[src/rtl/mnp_pkg.sv]
// Types, constants and helper functions of the MIDI note message parser.
package mnp_pkg;

    localparam int unsigned BYTE_W = 8;
    localparam int unsigned DATA_W = 7;
    localparam int unsigned OUT_TDATA_W = 16;

    // Status byte ranges.
    localparam logic [BYTE_W-1:0] REALTIME_FIRST = 8'hF8;
    localparam logic [BYTE_W-1:0] SYSTEM_FIRST   = 8'hF0;

    // Upper nibbles of channel status bytes.
    typedef enum logic [3:0] {
        KIND_NOTE_OFF   = 4'h8,
        KIND_NOTE_ON    = 4'h9,
        KIND_POLY_PRESS = 4'hA,
        KIND_CONTROL    = 4'hB,
        KIND_PROGRAM    = 4'hC,
        KIND_CHAN_PRESS = 4'hD,
        KIND_PITCH_BEND = 4'hE
    } t_kind;

    typedef struct packed {
        logic [BYTE_W-1:0] running_status;
        logic [1:0]        bytes_needed;
        logic [1:0]        byte_position;
        logic [DATA_W-1:0] first_data;
        logic [DATA_W-1:0] second_data;
    } t_parse_state;

    localparam t_parse_state STATE_RESET = '{
        running_status: '0,
        bytes_needed:   '0,
        byte_position:  '0,
        first_data:     '0,
        second_data:    '0
    };

    typedef struct packed {
        logic              emit;
        logic              note_on;
        logic [DATA_W-1:0] key_number;
        logic [DATA_W-1:0] key_velocity;
    } t_note_event;

    // Number of data bytes that follow a channel status byte.
    function automatic logic [1:0] data_count_for(input logic [BYTE_W-1:0] status);
        logic [1:0] count;
        unique case (status[7:4])
            KIND_PROGRAM, KIND_CHAN_PRESS:                       count = 2'd1;
            KIND_NOTE_OFF, KIND_NOTE_ON, KIND_POLY_PRESS,
            KIND_CONTROL, KIND_PITCH_BEND:                       count = 2'd2;
            default:                                             count = 2'd0;
        endcase
        return count;
    endfunction

endpackage

[src/rtl/midi_note_message_parser_core.sv]
// Top level of the MIDI note message parser with running status.
//
// The block takes one received MIDI byte per input item and emits a note
// event item when a note-on or note-off message completes. It tracks the
// running status, so repeated data byte pairs after one status byte each
// produce an event. Real-time bytes are ignored, system bytes cancel the
// running status, and data bytes that arrive without a status are dropped.
// A note-on with velocity zero comes out as a note-off, and every note-off
// carries velocity zero. Other channel messages are parsed and produce no
// item; the channel number is not reported. The block accepts one byte in
// every cycle while no event stalls: the parser state loop closes through
// a single decode step between the input register and the state register.
// A byte that completes a note message goes from the input register through
// the decode step into the result register once that register is free.
// The input stage keeps accepting while a finished event waits for the
// consumer; only a byte that would produce a second event stalls there.
module midi_note_message_parser_core
    import mnp_pkg::*;
(
    input  logic                   i_clk,
    input  logic                   i_rst_n,
    input  logic                   i_s_axis_tvalid,
    output logic                   o_s_axis_tready,
    // [7:0] rx_byte
    input  logic [BYTE_W-1:0]      i_s_axis_tdata,
    output logic                   o_m_axis_tvalid,
    input  logic                   i_m_axis_tready,
    // [6:0] key_number, [13:7] key_velocity, [15:14] zero
    output logic [OUT_TDATA_W-1:0] o_m_axis_tdata,
    // [0] note_on
    output logic [0:0]             o_m_axis_tuser
);

    logic              r_in_valid;
    logic [BYTE_W-1:0] r_in_byte;
    t_parse_state      r_state;
    t_parse_state      n_state;
    t_note_event       w_event;
    logic              w_advance;
    logic              r_out_valid;
    logic              r_note_on;
    logic [DATA_W-1:0] r_key_number;
    logic [DATA_W-1:0] r_key_velocity;

    mnp_decode u_decode (
        .i_state (r_state),
        .i_byte  (r_in_byte),
        .o_state (n_state),
        .o_event (w_event)
    );

    // The buffered byte moves on unless it makes an event and the result
    // register is still occupied by one the consumer has not taken.
    assign w_advance = r_in_valid && (!w_event.emit || !r_out_valid || i_m_axis_tready);
    assign o_s_axis_tready = !r_in_valid || w_advance;

    always_ff @(posedge i_clk) begin
        if (!i_rst_n) begin
            r_in_valid  <= 1'b0;
            r_out_valid <= 1'b0;
            r_state     <= STATE_RESET;
        end else begin
            if (o_s_axis_tready) begin
                r_in_valid <= i_s_axis_tvalid;
            end
            if (w_advance) begin
                r_state <= n_state;
            end
            if (w_advance && w_event.emit) begin
                r_out_valid <= 1'b1;
            end else if (i_m_axis_tready) begin
                r_out_valid <= 1'b0;
            end
        end
    end

    // Payload registers carry no reset.
    always_ff @(posedge i_clk) begin
        if (o_s_axis_tready && i_s_axis_tvalid) begin
            r_in_byte <= i_s_axis_tdata;
        end
        if (w_advance && w_event.emit) begin
            r_note_on      <= w_event.note_on;
            r_key_number   <= w_event.key_number;
            r_key_velocity <= w_event.key_velocity;
        end
    end

    assign o_m_axis_tvalid   = r_out_valid;
    assign o_m_axis_tdata    = {{(OUT_TDATA_W - 2*DATA_W){1'b0}}, r_key_velocity, r_key_number};
    assign o_m_axis_tuser[0] = r_note_on;

endmodule

[src/rtl/mnp_decode.sv]
// Combinational step of the running status parser: next state and note event.
module mnp_decode
    import mnp_pkg::*;
(
    input  t_parse_state      i_state,
    input  logic [BYTE_W-1:0] i_byte,
    output t_parse_state      o_state,
    output t_note_event       o_event
);

    logic [1:0] w_pos_inc;
    logic [3:0] w_kind;

    assign w_pos_inc = i_state.byte_position + 2'd1;
    assign w_kind    = i_state.running_status[7:4];

    always_comb begin
        o_state = i_state;
        o_event = '0;
        if (i_byte[7]) begin
            priority if (i_byte >= REALTIME_FIRST) begin
                // Real-time bytes leave everything untouched.
            end else if (i_byte >= SYSTEM_FIRST) begin
                o_state.running_status = '0;
                o_state.bytes_needed   = '0;
                o_state.byte_position  = '0;
            end else begin
                o_state.running_status = i_byte;
                o_state.bytes_needed   = data_count_for(i_byte);
                o_state.byte_position  = '0;
            end
        end else if (i_state.running_status != '0 && i_state.bytes_needed != '0) begin
            if (i_state.byte_position == 2'd0) begin
                o_state.first_data = i_byte[DATA_W-1:0];
            end else if (i_state.byte_position == 2'd1) begin
                o_state.second_data = i_byte[DATA_W-1:0];
            end
            if (w_pos_inc < i_state.bytes_needed) begin
                o_state.byte_position = w_pos_inc;
            end else begin
                o_state.byte_position = '0;
                o_event.key_number    = o_state.first_data;
                if (w_kind == KIND_NOTE_ON && i_state.bytes_needed >= 2'd2
                        && o_state.second_data != '0) begin
                    o_event.emit         = 1'b1;
                    o_event.note_on      = 1'b1;
                    o_event.key_velocity = o_state.second_data;
                end else if (w_kind == KIND_NOTE_ON || w_kind == KIND_NOTE_OFF) begin
                    o_event.emit = 1'b1;
                end
            end
        end
    end

endmodule

[config.mk]
export PLATFORM = sky130hd
export DESIGN_NAME = midi_note_message_parser_core
export DESIGN_NICKNAME = d
export VERILOG_FILES = /design/src/rtl/mnp_pkg.sv /design/src/rtl/midi_note_message_parser_core.sv /design/src/rtl/mnp_decode.sv
export SDC_FILE = /design/constraint.sdc
export NUM_CORES = 1
export LEC_CHECK = 0
export BUFFER_PORTS_ARGS = -buffer_cell sky130_fd_sc_hd__buf_2
export CAP_MARGIN = 20
export CORE_MARGIN = 2
export CORE_UTILIZATION = 56
export CTS_CLUSTER_DIAMETER = 100
export CTS_CLUSTER_SIZE = 12
export DETAILED_ROUTE_END_ITERATION = 12
export MAX_ROUTING_LAYER = met4
export PLACE_DENSITY = 0.87
export SYNTH_ARGS = -nofsm -noshare
export SYNTH_HDL_FRONTEND = slang
export SYNTH_SLANG_ARGS = --single-unit
[constraint.sdc]
create_clock -name i_clk -period 2.95 [get_ports i_clk]
set_input_delay 0.885 -clock i_clk [delete_from_list [all_inputs] [get_ports i_clk]]
set_output_delay 0.885 -clock i_clk [all_outputs]
set_load 0.01 [all_outputs]
==> results.toml <==
[critical_path]
cp_cell_sequence = "inv_1 > ha_4 > ha_1 > a21boi_4 > o211a_1 > nand4_1 > buf_2"
worst_ep_required_time_ns = 2.07
worstSetupPathType = "reg2out"
crit_arrival_ns = 1.97
end_kind = "output pin"
slowest_stage = "dfxtp_4"
ff2ff_path_depth = 8
cp-start-kind = "flop"
worstPathMaxFanout = 4
max_stage_delay_ns = 0.38

[cells_and_area]
final_area_um2 = 2560
syn2layout_area_growth_pct = 13.1
final_nets = 254
layout_common_cells = "nand2_1, mux2i_1, buf_2"
layout.cells.non_filler = 290
antenna_cells = 0
final_common_cell = "nand2_1"
drive_gt1_share_pct = 20.4

[global_routing]
grt_pass1_wl_mm = 6.93
antenna_found_initial = 0
grt_max_degree = 38
track_usage_pct = 21.4
grt-ovfl-total = 0
grt_pass1_vias = 1526

[routing]
drc = 0
drtIter0Drc = 132
post_drt_wl_per_cell_um = 14.7
drtAntennaViolNets = 0
drt_wl_total_mm = 4.25
vias = 1655
dr.pass1.iters = 5
avgViaCountPerCell = 5.71

[floorplanning]
fp.dieH_um = 67.6
dieWidth_um = 67.6
coreArea_um2 = 3940
io_pins = 31
die_area_um2 = 4570
start_util_pct = 57.5
rows = 23

[yosys]
synth_top_area_cell = "edfxtp_1"
ys_top_cells_by_area = "edfxtp_1, dfxtp_1, mux2i_1, nand2_1, a21boi_0"
synth_cells = 212
ys_seq_area_share_pct = 55.2
ys_types = 31
synth_top_cell_area_share_pct = 30.5
synth_area_um2 = 2270
synth_warnings = 0
postSynthAreaPerCell_um2 = 10.7
ys_seq_elements = 51

[timing]
clock_skew_ns = 0.00825
finalHoldViolCount = 0
final_max_slew_viol_count = 0
setup_viol = 0
maxSlewHeadroom_pct = 53.6
min_period_ns = 2.85
rsz0062_at_grt = "false"
finalCritPeriodShare_pct = 96.7
worst_pin_slew_ns = 0.690
worst_slack_ns = 0.0980
fmax_mhz = 351
tns_ns = 0

[clocking]
cts-hold-fix-buffers = 0
clkTransAtPathRegs_ns = 0.08
cts_tree = "done"
clock_sinks = 51
clockRootBuffer = "clkbuf_8"
clock_latency_ns = 0.30
cts_buffer_depth = 2
ctsHtreeMaxLevel = 2
numCtsBuffers = 5

[worst_hold_path]
hold_depth = 2
hold_path.class = "reg2reg"

[placement]
dp.cells = 280
place_hpwl_mm = 2.95
dp_slack_ns = 0.0809
place_area_um2 = 2430
gp_routability_congestion = 0.884
io_buffers = 28

[pwr]
cellPowerDensity_nw_per_um2 = 473
finalPower_uw = 1210
p_leak_uw = 0.00108
vdd.ir_drop.worst_mv = 0.447

[status]
status = "completed"

[job]
cap_violations = 0
[final cells by class]
type,count,area (um^2)
multi-input combinational,140,948
timing repair buffer,34,185
inverter,7,26.3
fill,294,1380
tap,50,62.6
sequential,51,1250
clock inverter,2,12.5
clock buffer,6,72.6
[Yosys cell counts, drive strengths merged]
library cell,number
nor3,7
a21boi,12
clkbuf,10
nor2b,2
o2111ai,1
o22ai,2
a221oi,1
buf,5
nand2b,1
ha,3
a21o,1
nor2,14
nor4,4
a211oi,1
or4b,1
edfxtp,23
o211a,2
nand3,3
o211ai,1
nand4,13
and2,1
conb,1
dfxtp,28
nand2,36
o21ai,4
inv,7
mux2i,28
[where the power goes]
group          leakage [uW]  internal [uW]  switching (uW)
sequential         0.000458            746            19.0
clock             0.0000412            166             218
combinational      0.000582           26.1            37.3
total               0.00108            938             274
[flip-flops by register name, summed over array words and instances (netlist names)]
signal / cells
o_m_axis_tvalid: 1
o_m_axis_tuser: 1
r_in_valid: 1
r_key_velocity: 7
r_key_number: 7
r_in_byte: 8
r_state: 26
[routing by layer]
layer / wire length [um] / GRT usage (%) / part of all wire (%)
met5: 0 / - / 0
met4: 135 / 12.2 / 3.2
met3: 194 / 4.67 / 4.6
met2: 2060 / 34.7 / 48
met1: 1860 / 24.4 / 44
[through the flow]
| step | utilization, % | hold WS, ns |
|---|---|---|
| after floorplan | - | 0.438 |
| after global placement | 61.8 | 0.446 |
| after detailed placement | 61.8 | 0.453 |
| after CTS | 64.7 | 0.465 |
| after global routing | 65.0 | 0.482 |
| final | 65.0 | 0.463 |
[final timing paths]
path	from	end	slack (ns)
setup / recovery	r_state[14]	o_s_axis_tready	0.1
hold reg to reg	r_state[11]	r_state[11]	0.46
hold / removal	r_state[11]	r_state[11]	0.46
setup reg to reg	r_state[14]	r_state[5]	0.64
[what timing repair did]
action                                  4_1_cts  5_1_grt
cloned                                        0        0
buffers inserted                              2        0
pin swaps                                     1        0
resized for setup                             5        1
endpoints found under the setup margin        1        1
[cells by family after synthesis]
kind of cell / share of synthesized area [%]
other: 0.165
and+or+nand+nor: 17.8
DFF: 55.2
muxes: 12.4
AOI/OAI and AO/OA: 8.61
buffers and inverters: 4.14
adders and majority gates: 1.66
[worst max-delay path: cells and delay by family, from the launching register on]
kind                       cells  cell delay, ns
and+or+nand+nor                1            0.13
adders and majority gates      2            0.52
AOI/OAI and AO/OA              2            0.36
buffers and inverters          2            0.28
DFF                            1            0.38
Power figures use the tool's default switching activity.
